===== config.mk =====
export PLATFORM = sky130hd
export DESIGN_NAME = rr_interval_heart_rate_averager_top
export DESIGN_NICKNAME = d
export VERILOG_FILES = /design/src/rtl/rrha_pkg.sv /design/src/rtl/rr_interval_heart_rate_averager_top.sv
export SDC_FILE = /design/constraint.sdc
export NUM_CORES = 1
export LEC_CHECK = 0
export BUFFER_PORTS_ARGS = -buffer_cell sky130_fd_sc_hd__buf_2
export CAP_MARGIN = 5
export CORE_MARGIN = 2
export CORE_UTILIZATION = 64
export CTS_BUF_LIST = sky130_fd_sc_hd__clkbuf_2 sky130_fd_sc_hd__clkbuf_4 sky130_fd_sc_hd__clkbuf_8
export DETAILED_ROUTE_END_ITERATION = 7
export PLACE_DENSITY = 0.8
export RECOVER_POWER = 25
export SETUP_SLACK_MARGIN = 0.4
export SLEW_MARGIN = 20
export SYNTH_ARGS = -nofsm -noshare
export SYNTH_HDL_FRONTEND = slang
export SYNTH_SLANG_ARGS = --single-unit

===== constraint.sdc =====
create_clock -name clk_i -period 8.5 [get_ports clk_i]
set_input_delay 0.425 -clock clk_i [delete_from_list [all_inputs] [get_ports clk_i]]
set_output_delay 0.425 -clock clk_i [all_outputs]
set_load 0.02 [all_outputs]

===== src/rtl/rrha_pkg.sv =====
package rrha_pkg;

  // Field and state widths.
  localparam int unsigned PosW     = 32;
  localparam int unsigned RateW    = 16;
  localparam int unsigned HistDepth = 5;
  localparam int unsigned IdxW     = $clog2(HistDepth);
  localparam int unsigned ZcW      = $clog2(HistDepth + 1);
  localparam int unsigned SumW     = RateW + $clog2(HistDepth);

  // The shared divider takes a dividend of DivW bits. It covers both the history sum and
  // the rate numerator 60 * samples per second for every allowed sample rate.
  localparam int unsigned SpsDefault = 360;
  localparam int unsigned SpsMax     = 2000;
  localparam int unsigned NumMaxW    = $clog2(60 * SpsMax + 1);
  localparam int unsigned DivW       = (SumW > NumMaxW) ? SumW : NumMaxW;
  localparam int unsigned CntW       = $clog2(DivW + 1);

  // Configuration register indexes and reset values.
  localparam int unsigned CfgIdxW = 1;
  localparam logic [CfgIdxW-1:0] CfgMinRate = 1'b0;
  localparam logic [CfgIdxW-1:0] CfgMaxRate = 1'b1;
  localparam logic [RateW-1:0] MinRateReset = 16'd40;
  localparam logic [RateW-1:0] MaxRateReset = 16'd201;
  localparam logic [RateW-1:0] RateSat      = 16'hFFFF;

  // Sequencer states.
  typedef enum logic [2:0] {
    ST_IDLE,
    ST_RATE_DIV,
    ST_CHECK,
    ST_SUM,
    ST_AVG_DIV,
    ST_DONE
  } state_e;

endpackage


===== src/rtl/rr_interval_heart_rate_averager_top.sv =====
// Heart-rate averager over RR intervals.
// Input channel: in_valid_i / in_stall_o with the current and previous QRS sample
// positions. An item is taken at a clock edge where in_valid_i is high and in_stall_o low.
// Output channel: out_valid_o / out_stall_i with the averaged rate, the beat rate, the
// accept flag and the beat valid flag. Every item gives exactly one result.
// Configuration: cfg_we_i writes cfg_data_i into min_rate (index 0) or max_rate (index 1).
// Steps: an item with a missing position goes straight to the result load. A full beat
// runs the shared restoring divider for the rate, then the acceptance check, then sums
// the history one entry at a time, runs the divider again for the average and loads
// the result. A zero interval skips the rate division.
// Throughput: one item at a time. in_stall_o is high while an item is being worked on.
// The result sits in an output register, so the next item is taken while a result
// still waits there. If the receiver stalls, the result holds and a finished second
// item waits inside the block until the output register frees.
// Reset clears the history, the held rate and the average to zero, and sets min_rate
// to 40 and max_rate to 201.
module rr_interval_heart_rate_averager_top #(
  parameter int unsigned SAMPLES_PER_SECOND = rrha_pkg::SpsDefault
) (
  input  logic                          clk_i,
  input  logic                          rst_ni,
  input  logic                          in_valid_i,
  output logic                          in_stall_o,
  input  logic [rrha_pkg::PosW-1:0]     qrs_position_i,
  input  logic [rrha_pkg::PosW-1:0]     previous_qrs_position_i,
  output logic                          out_valid_o,
  input  logic                          out_stall_i,
  output logic [rrha_pkg::RateW-1:0]    average_rate_o,
  output logic [rrha_pkg::RateW-1:0]    beat_rate_o,
  output logic                          rate_accepted_o,
  output logic                          beat_valid_o,
  input  logic                          cfg_we_i,
  input  logic [rrha_pkg::CfgIdxW-1:0]  cfg_index_i,
  input  logic [rrha_pkg::RateW-1:0]    cfg_data_i
);
  import rrha_pkg::*;

  localparam int unsigned RateNum = 60 * SAMPLES_PER_SECOND;

  state_e state_q, state_d;

  logic [RateW-1:0] min_q, max_q;
  logic [RateW-1:0] held_q, held_d;
  logic [RateW-1:0] avg_q, avg_d;
  logic [RateW-1:0] hist_q [HistDepth];
  logic [RateW-1:0] hist_d [HistDepth];
  logic [RateW-1:0] rate_q, rate_d;
  logic             acc_q, acc_d;
  logic             bv_q, bv_d;

  // Shared divider registers: dividend shifts out as the quotient shifts in.
  logic [DivW-1:0]  dq_q, dq_d;
  logic [PosW-1:0]  rem_q, rem_d;
  logic [PosW-1:0]  div_q, div_d;
  logic [CntW-1:0]  cnt_q, cnt_d;

  logic [IdxW-1:0]  idx_q, idx_d;
  logic [ZcW-1:0]   zc_q, zc_d;
  logic [SumW-1:0]  sum_q, sum_d;

  logic             out_valid_q, out_valid_d;
  logic [RateW-1:0] out_avg_q, out_avg_d;
  logic [RateW-1:0] out_rate_q, out_rate_d;
  logic             out_acc_q, out_acc_d;
  logic             out_bv_q, out_bv_d;

  // One restoring division step.
  logic [PosW:0]    trial;
  logic             trial_ge;
  logic [PosW:0]    trial_diff;
  logic [PosW-1:0]  rem_step;
  logic [DivW-1:0]  dq_step;

  assign trial      = {rem_q, dq_q[DivW-1]};
  assign trial_ge   = trial >= {1'b0, div_q};
  assign trial_diff = trial - {1'b0, div_q};
  assign rem_step   = trial_ge ? trial_diff[PosW-1:0] : trial[PosW-1:0];
  assign dq_step    = {dq_q[DivW-2:0], trial_ge};

  // Plausibility test of the new rate against the running average.
  logic [RateW+3:0] avg7, rate10, rate5;
  logic             in_ratio, in_band, accept;

  assign avg7     = ((RateW+4)'(avg_q) << 3) - (RateW+4)'(avg_q);
  assign rate10   = ((RateW+4)'(rate_q) << 3) + ((RateW+4)'(rate_q) << 1);
  assign rate5    = ((RateW+4)'(rate_q) << 2) + (RateW+4)'(rate_q);
  assign in_ratio = (avg7 <= rate10) && (rate5 <= avg7);
  assign in_band  = (rate_q <= max_q) && (rate_q >= min_q);
  assign accept   = (held_q == '0) || in_ratio || (avg_q == '0) || in_band;

  logic [PosW-1:0]  interval;
  logic             both_nz;
  logic [SumW-1:0]  sum_next;
  logic [RateW-1:0] held_new;
  logic [ZcW-1:0]   zc_new;

  assign interval = qrs_position_i - previous_qrs_position_i;
  assign both_nz  = (qrs_position_i != '0) && (previous_qrs_position_i != '0);
  assign sum_next = sum_q + SumW'(hist_q[idx_q]);
  assign held_new = accept ? rate_q : held_q;

  // Zero entries of the history after the shift.
  always_comb begin
    zc_new = '0;
    for (int i = 0; i < HistDepth - 1; i++) begin
      zc_new = zc_new + ZcW'(hist_q[i+1] == '0);
    end
    zc_new = zc_new + ZcW'(held_new == '0);
  end

  assign in_stall_o = (state_q != ST_IDLE);

  // Sequencer: next state and datapath updates.
  always_comb begin
    state_d     = state_q;
    held_d      = held_q;
    avg_d       = avg_q;
    hist_d      = hist_q;
    rate_d      = rate_q;
    acc_d       = acc_q;
    bv_d        = bv_q;
    dq_d        = dq_q;
    rem_d       = rem_q;
    div_d       = div_q;
    cnt_d       = cnt_q;
    idx_d       = idx_q;
    zc_d        = zc_q;
    sum_d       = sum_q;
    out_valid_d = out_valid_q && out_stall_i;
    out_avg_d   = out_avg_q;
    out_rate_d  = out_rate_q;
    out_acc_d   = out_acc_q;
    out_bv_d    = out_bv_q;

    unique case (state_q)
      ST_IDLE: begin
        if (in_valid_i) begin
          acc_d = 1'b0;
          bv_d  = both_nz;
          if (!both_nz) begin
            avg_d   = '0;
            rate_d  = '0;
            state_d = ST_DONE;
          end else if (interval == '0) begin
            rate_d  = RateSat;
            state_d = ST_CHECK;
          end else begin
            dq_d    = DivW'(RateNum);
            rem_d   = '0;
            div_d   = interval;
            cnt_d   = CntW'(DivW);
            state_d = ST_RATE_DIV;
          end
        end
      end
      ST_RATE_DIV: begin
        if (cnt_q != '0) begin
          dq_d  = dq_step;
          rem_d = rem_step;
          cnt_d = cnt_q - 1'b1;
        end else begin
          rate_d  = (dq_q[DivW-1:RateW] != '0) ? RateSat : dq_q[RateW-1:0];
          state_d = ST_CHECK;
        end
      end
      ST_CHECK: begin
        acc_d  = accept;
        held_d = held_new;
        for (int i = 0; i < HistDepth - 1; i++) begin
          hist_d[i] = hist_q[i+1];
        end
        hist_d[HistDepth-1] = held_new;
        zc_d  = zc_new;
        idx_d = IdxW'(zc_new);
        sum_d = '0;
        if (zc_new == ZcW'(HistDepth)) begin
          avg_d   = '0;
          state_d = ST_DONE;
        end else begin
          state_d = ST_SUM;
        end
      end
      ST_SUM: begin
        sum_d = sum_next;
        if (idx_q == IdxW'(HistDepth - 1)) begin
          dq_d    = DivW'(sum_next);
          rem_d   = '0;
          div_d   = PosW'(ZcW'(HistDepth) - zc_q);
          cnt_d   = CntW'(DivW);
          state_d = ST_AVG_DIV;
        end else begin
          idx_d = idx_q + 1'b1;
        end
      end
      ST_AVG_DIV: begin
        if (cnt_q != '0) begin
          dq_d  = dq_step;
          rem_d = rem_step;
          cnt_d = cnt_q - 1'b1;
        end else begin
          avg_d   = dq_q[RateW-1:0];
          state_d = ST_DONE;
        end
      end
      ST_DONE: begin
        if (!out_valid_q || !out_stall_i) begin
          out_valid_d = 1'b1;
          out_avg_d   = avg_q;
          out_rate_d  = rate_q;
          out_acc_d   = acc_q;
          out_bv_d    = bv_q;
          state_d     = ST_IDLE;
        end
      end
      default: state_d = ST_IDLE;
    endcase
  end

  // Control state and beat state.
  always_ff @(posedge clk_i or negedge rst_ni) begin
    if (!rst_ni) begin
      state_q     <= ST_IDLE;
      out_valid_q <= 1'b0;
      held_q      <= '0;
      avg_q       <= '0;
      cnt_q       <= '0;
      idx_q       <= '0;
      zc_q        <= '0;
      for (int i = 0; i < HistDepth; i++) begin
        hist_q[i] <= '0;
      end
    end else begin
      state_q     <= state_d;
      out_valid_q <= out_valid_d;
      held_q      <= held_d;
      avg_q       <= avg_d;
      cnt_q       <= cnt_d;
      idx_q       <= idx_d;
      zc_q        <= zc_d;
      hist_q      <= hist_d;
    end
  end

  // Configuration registers.
  always_ff @(posedge clk_i or negedge rst_ni) begin
    if (!rst_ni) begin
      min_q <= MinRateReset;
      max_q <= MaxRateReset;
    end else if (cfg_we_i) begin
      unique case (cfg_index_i)
        CfgMinRate: min_q <= cfg_data_i;
        CfgMaxRate: max_q <= cfg_data_i;
        default: ;
      endcase
    end
  end

  // Payload registers.
  always_ff @(posedge clk_i) begin
    rate_q     <= rate_d;
    acc_q      <= acc_d;
    bv_q       <= bv_d;
    dq_q       <= dq_d;
    rem_q      <= rem_d;
    div_q      <= div_d;
    sum_q      <= sum_d;
    out_avg_q  <= out_avg_d;
    out_rate_q <= out_rate_d;
    out_acc_q  <= out_acc_d;
    out_bv_q   <= out_bv_d;
  end

  assign out_valid_o     = out_valid_q;
  assign average_rate_o  = out_avg_q;
  assign beat_rate_o     = out_rate_q;
  assign rate_accepted_o = out_acc_q;
  assign beat_valid_o    = out_bv_q;

endmodule


=== Word level (Yosys, flattened, before mapping) ===
Index checks and enable logic that the tools add are counted.

* Bits in registers: 297
* Latch bits: 0
* Bits in writable memories: 0
* ROM bits: 0
* Input port bits: 86
* Output and inout bits: 36
* Word-level logic and storage cells: 160
* Memories: 0

* $add $sub $neg: 13
* Multipliers: 0
* Divide/modulo/power cells: 0
* Magnitude comparators: 6
* Equal/unequal tests: 19
* Shift operators: 0
* Muxes and demuxes: 55
* Bitwise operators: 2
* Reduce and logical (&&, ||, !) cells: 41

{| class="wikitable"
|+ Operators by type and width
! kind !! number
|-
| 32-bit 2-to-1 mux || 10
|-
| 16-bit 2-to-1 mux || 12
|-
| 16-bit zero test || 6
|-
| 32-bit one-hot mux with 3 select lines || 1
|-
| 19-bit 2-to-1 mux || 5
|-
| 32-bit one-hot mux with 2 select lines || 1
|-
| 32-bit nonzero test || 2
|-
| 32-bit subtractor || 2
|-
| 19-bit one-hot mux with 3 select lines || 1
|-
| 16-bit binary-select mux with 3-bit select || 1
|-
| 16-bit one-hot mux with 3 select lines || 1
|-
| 19-bit one-hot mux with 2 select lines || 1
|-
| 33-bit by 32-bit >= comparator with 1-bit output || 1
|-
| 32-bit zero test || 1
|-
| 16-bit one-hot mux with 2 select lines || 1
|-
| 5-bit 2-to-1 mux || 5
|-
| 3-bit 2-to-1 mux || 8
|-
| 19-bit by 17-bit adder with 20-bit output || 1
|-
| 19-bit by 20-bit <= comparator with 1-bit output || 1
|-
| 20-bit <= comparator || 1
|-
| 2-bit inequality test, second input constant || 10
|-
| 19-bit by 16-bit subtractor with 20-bit output || 1
|-
| 18-bit by 16-bit adder with 19-bit output || 1
|-
| 19-bit by 16-bit adder with 19-bit output || 1
|-
| 34 further kinds || 61
|}

=== Longest topological paths before layout ===
* Depth after elaboration: 12
* Gate-level depth with buffers: 31

=== Least setup slack after synthesis ===
Ideal clock, no wire load.

* Path kind: register -> register
* Start: register rate_q[2]
* End: register avg_q[10]
* Data arrival time: 6.323 ns
* Data required time: 8.417 ns
* Path slack: 2.094 ns
* Cell stages (with the launch flop): 32
* Cells stage by stage: edfxtp_1 ha_1 fa_1 a21o_1 a21oi_1 o21bai_1 a21oi_1 o21ai_0 a21oi_1 o21ai_0 a21oi_1 o21ai_0 a21o_1 a21o_1 xor2_1 ha_1 nand4_1 nor2_1 and3_1 a211o_1 a211o_1 a211oi_2 nor2_1 fa_1 ha_1 and3b_1 o21ai_0 nand2b_1 a21oi_1 clkbuf_1 nand3_1 o21ai_0

* Cells in the longest elaborated chain, start to end: 12

{| class="wikitable"
|+ RTL lines
! element !! RTL line !! source
|-
| start: declaration || rr_interval_heart_rate_averager_top.sv:47 || <nowiki>logic [RateW-1:0] rate_q, rate_d;</nowiki>
|-
| start signal: assignment || rr_interval_heart_rate_averager_top.sv:260 || <nowiki>rate_q <= rate_d;</nowiki>
|-
| 19-bit by 17-bit adder with 20-bit output / 18-bit by 16-bit adder with 19-bit output (equally long branches) || rr_interval_heart_rate_averager_top.sv:85, rr_interval_heart_rate_averager_top.sv:86 ||
|-
| 20-bit <= comparator / 19-bit by 20-bit <= comparator with 1-bit output (equally long branches) || rr_interval_heart_rate_averager_top.sv:87 || <nowiki>assign in_ratio = (avg7 <= rate10) && (rate5 <= avg7);</nowiki>
|-
| 1-bit logical AND || rr_interval_heart_rate_averager_top.sv:87 ||
|-
| 1-bit logical OR (3 in series) || rr_interval_heart_rate_averager_top.sv:89 || <nowiki>assign accept = (held_q == '0) || in_ratio || (avg_q == '0) || in_band;</nowiki>
|-
| 16-bit 2-to-1 mux * || rr_interval_heart_rate_averager_top.sv:100 || <nowiki>assign held_new = accept ? rate_q : held_q;</nowiki>
|-
| 16-bit zero test * || rr_interval_heart_rate_averager_top.sv:108 || <nowiki>zc_new = zc_new + ZcW'(held_new == '0);</nowiki>
|-
| 3-bit by 1-bit adder with 3-bit output * || rr_interval_heart_rate_averager_top.sv:108 ||
|-
| via zc_new[1] || rr_interval_heart_rate_averager_top.sv:95 || <nowiki>logic [ZcW-1:0] zc_new;</nowiki>
|-
| 3-bit == test * || rr_interval_heart_rate_averager_top.sv:176 || <nowiki>if (zc_new == ZcW'(HistDepth)) begin</nowiki>
|-
| 2-bit inequality test (no line) * || -- ||
|-
| 5-bit AND reduction (no line) * || -- ||
|-
| end signal: assignment || rr_interval_heart_rate_averager_top.sv:236 || <nowiki>avg_q <= avg_d;</nowiki>
|-
| end: declaration || rr_interval_heart_rate_averager_top.sv:44 || <nowiki>logic [RateW-1:0] avg_q, avg_d;</nowiki>
|}

Mark *: on every way through the listed nets, which the timed path passes. The rest lies on a longest branch.
A chain may end at the register's enable or synchronous reset.

=== Final worst setup path ===
* Start: register rate_q[2]
* End: register avg_q[14]

Same word-level chain as after synthesis.

==> flow_summary_export.csv <==
group,metric,value,unit
clock_tree,post_cts_buffers,0,
clock_tree,clk_pin_slew_worst_paths,0.06,ns
critical_path,path_buf_inv,1,
logic_synthesis,ys_seq_area_frac,0.409,
power_and_ir_drop,power.switching,4.11,mW
power_and_ir_drop,power.density,418,nW/um^2
global_route,grt_pass1_wl,84800,um
logic_synthesis,synth.ff_latch_count,297,
sta,finalSetupViolCount,0,
sta,max_freq,136,MHz
critical_path,critPathCaptureType,"flip-flop",
placement,place_ws,1.37,ns
logic_synthesis,synthCells,2144,
critical_path,timing.rr.end,"avg_q[14]",
logic_synthesis,yosysWarnings,0,
critical_path,crit_fanout,32,
sta,fin_ws,1.16,ns
hold_path,holdPathEnd,"min_q[2]",
critical_path,start_kind,"flip-flop",
power_and_ir_drop,leakagePower,10.4,nW
critical_path,worst-r2r-cell-count,31,
clock_tree,cts.sinks,297,
logic_synthesis,syn_avg_cell_area,9.35,sq um
sta,report.final.hold_viol_count,0,
detailed_routing,post_drt_wl_per_cell,19.3,um
global_route,grt_max_degree,74,
logic_synthesis,synth_cell_types,84,
global_route,overflow,0,
sta,setup_tns,0,ns
detailed_routing,wirelength,52100,um
clock_tree,clock_path_buffers,3,
detailed_routing,via_count,16736,
critical_path,cp_common_cell,"o21ai_0",
sta,period_needed,7.34,ns
floorplan,die_width,181,um
placement,place.gp.congestion,0.945,
finish,area_delta_synth_final,10.6,%
clock_tree,cts_root_buf,"clkbuf_8",
placement,dp_hpwl,38200,um
floorplan,num_rows,64,
power_and_ir_drop,clkPwrFrac,0.154,
clock_tree,cts_tree,"built",
floorplan,start_util,0.652,
clock_tree,clkLatencyLatePin,0.60,ns
power_and_ir_drop,pwr-share-seq,0.287,
critical_path,critPathTopFamily,"compound AO/OA/AOI/OAI gates",
critical_path,reg2reg_slack,1.16,ns
critical_path,critPathKind,"flip-flop to flip-flop",
power_and_ir_drop,combPwrFrac,0.560,
logic_synthesis,synth_flop_cell,"edfxtp_1",
sta,relSlewSlack,-1.58,
sta,min_period_over_period,0.864,
finish,diodes,0,
detailed_routing,drc,0,
finish,fillers,2311,
critical_path,max_stage_delay,0.50,ns
critical_path,critPathSlowestCell,"edfxtp_1",
run_status,violations,"capacitance limit, slew limit",
global_route,grt_use_total,0.319,
logic_synthesis,synth-edff-count,154,
clock_tree,cts-buffers-inserted,49,
power_and_ir_drop,p_int,5.16,mW
finish,fin_area,22200,sq um
run_status,outcome,"complete, but fails checks",
floorplan,fp.dieH,181,um
floorplan,die_area,32800,sq um
logic_synthesis,async_reset_ff_frac,0.481,
sta,skew,0.0230,ns
placement,place_inst,2604,
clock_tree,htree_num_levels,2,
logic_synthesis,synth_fp_nets,2418,
global_route,grt_pass1_vias,16316,
sta,grt_setup_unrepaired,"false",
hold_path,worstHoldStart,"cfg_data_i[2]",
detailed_routing,via_per_inst,6.20,
hold_path,hold_path_class,"primary input to flip-flop",
critical_path,arrival,7.85,ns
power_and_ir_drop,p_sw_frac,0.443,
hold_path,hold_depth,3,
floorplan,ios,122,
job,cap_violations,2,
placement,io_buffers,121,
floorplan,coreArea,30700,sq um
sta,maxSlewViolCount,106,
logic_synthesis,syn_area,20100,sq um
power_and_ir_drop,ir_worst_vdd,0.000281,V
global_route,antenna_found_initial,2,
sta,max_slew.worst_pin.slew,3.87,ns
detailed_routing,drtIter0Drc,1251,
finish,layout.cells.non_filler,2699,
critical_path,required,9.01,ns
critical_path,r2r-start,"rate_q[2]",
finish,layout.nets,2536,
finish,drive_gt1_frac,0.122,
detailed_routing,dr.pass1.iters,6,
placement,dpl_cell_area,21000,sq um
detailed_routing,ant_nets,0,
-- tightest hold or removal path: cells and delay by family --
family / cells / cell delay, ns
and+or+nand+nor: 1 / 0.04
buffers and inverters: 1 / 0.09
AOI/OAI and AO/OA: 1 / 0.06
-- placed cells by master, fill, tap and decap left out, types with 7 or more instances in the layout --
cell / netlist / final
and4_1: 7 / 7
clkbuf_1: 63 / 23
clkbuf_4: 0 / 24
nor2_1: 119 / 119
o31a_1: 9 / 9
nand4_1: 28 / 28
or2_2: 11 / 11
buf_2: 4 / 100
o21bai_1: 8 / 8
edfxtp_1: 154 / 154
a211oi_1: 12 / 12
nor2b_1: 31 / 30
o22ai_1: 20 / 20
or3_1: 17 / 17
dfrtp_1: 137 / 136
mux2i_1: 57 / 57
xnor2_1: 51 / 51
o211ai_1: 11 / 11
inv_1: 188 / 188
nor4_1: 45 / 45
nand2b_1: 25 / 25
o21a_1: 40 / 40
nor3_1: 37 / 37
o2111ai_1: 7 / 7
xor2_1: 33 / 33
and3_1: 16 / 16
and2_1: 16 / 15
mux2_2: 32 / 32
a21o_1: 66 / 66
ha_1: 182 / 182
clkbuf_8: 0 / 59
a21oi_1: 135 / 133
o21ai_0: 108 / 108
o31ai_1: 14 / 14
a21boi_0: 10 / 10
nand3_1: 45 / 45
nand2_1: 293 / 291
buf_4: 0 / 15
o22a_1: 7 / 7
-- state kept, by name, indices dropped and copies added (netlist names), 16 cells and up --
name,count
sum_q,19
rem_q,32
min_q,16
beat_rate_o,16
max_q,16
average_rate_o,16
dq_q,19
hist_q,80
rate_q,16
div_q,32
avg_q,16
-- cell families (layout without fill, tap and decap cells) --
kind of cell | count (synthesis) | in the layout | synth area share
AO/OA/AOI/OAI | 510 | 510 | 0.167
XOR/XNOR | 85 | 85 | 0.0375
adder cells (fa/ha/maj) | 188 | 188 | 0.120
buffers and inverters | 262 | 421 | 0.0500
flip-flops | 297 | 297 | 0.409
multiplexers | 92 | 92 | 0.0481
AND/OR/NAND/NOR | 710 | 710 | 0.168
-- area by class of cell --
type                       instances  area (sq um)  area share
multi-input combinational       1585         10900       0.490
sequential                       297          8210       0.370
clock buffer                      83           992      0.0447
timing repair buffer             141           764      0.0345
inverter                         188           706      0.0318
tap                              396           495      0.0223
clock inverter                     9           130     0.00587
-- worst max path at each step --
stage | from | endpoint | slack [ns] | cells after the start
after floorplan | rate_q[2] | avg_q[10] | 2.09 | 31
final | rate_q[2] | avg_q[14] | 1.16 | 31
after detailed placement | rate_q[2] | avg_q[14] | 1.37 | 31
after global placement | rate_q[2] | avg_q[13] | 1.58 | 31
after CTS | rate_q[2] | avg_q[4] | 1.29 | 31
after global routing | rate_q[2] | avg_q[4] | 0.68 | 31
-- synth_stat cells, types with 40 or more instances --
master    count  share of area
a21o_1       66          0.025
o21ai_0     108          0.027
mux2i_1      57          0.028
dfrtp_1     137           0.17
nor2_1      119          0.022
edfxtp_1    154           0.23
nor4_1       45          0.014
ha_1        182           0.11
nand2_1     293          0.055
a21oi_1     135          0.034
o21a_1       40          0.015
xnor2_1      51          0.022
nand3_1      45          0.011
inv_1       188          0.035
clkbuf_1     63          0.012
-- power by group through the flow --
stage | sequential (mW) | clock [mW] | combinational, mW
CTS | 2.65 | 1.44 | 5.09
global route | 2.71 | 1.51 | 5.76
detailed placement | 2.67 | 0 | 5.05
global placement | 2.65 | 0 | 4.86
floorplan | 2.50 | 0 | 3.92
finish | 2.66 | 1.42 | 5.19
-- routing by layer --
layer  vias to the layer above  wire length (um)  GRT usage
li1                       7954                 -          -
met1                      7979             21800      0.425
met2                       669             25000      0.536
met3                       132              3560     0.0470
met4                         2              1750      0.113
met5                         -                13          0
-- timing repair --
| item | 4_1_cts | 5_1_grt |
|---|---|---|
| endpoints found under the setup margin | 0 | 0 |
| gates resized for setup | 0 | 0 |
| hold endpoints to repair | 72 | 0 |
| hold buffers | 1 | 0 |
-- stage by stage --
step	utilization	power (mW)	hold slack, ns
after global placement	0.684	7.51	0.410
after floorplan	-	6.42	0.129
final	0.721	9.27	0.0469
after detailed placement	0.684	7.72	0.405
after CTS	0.721	9.18	0.0201
after global routing	0.721	9.98	0.0537
Power figures use the tool's default switching activity.
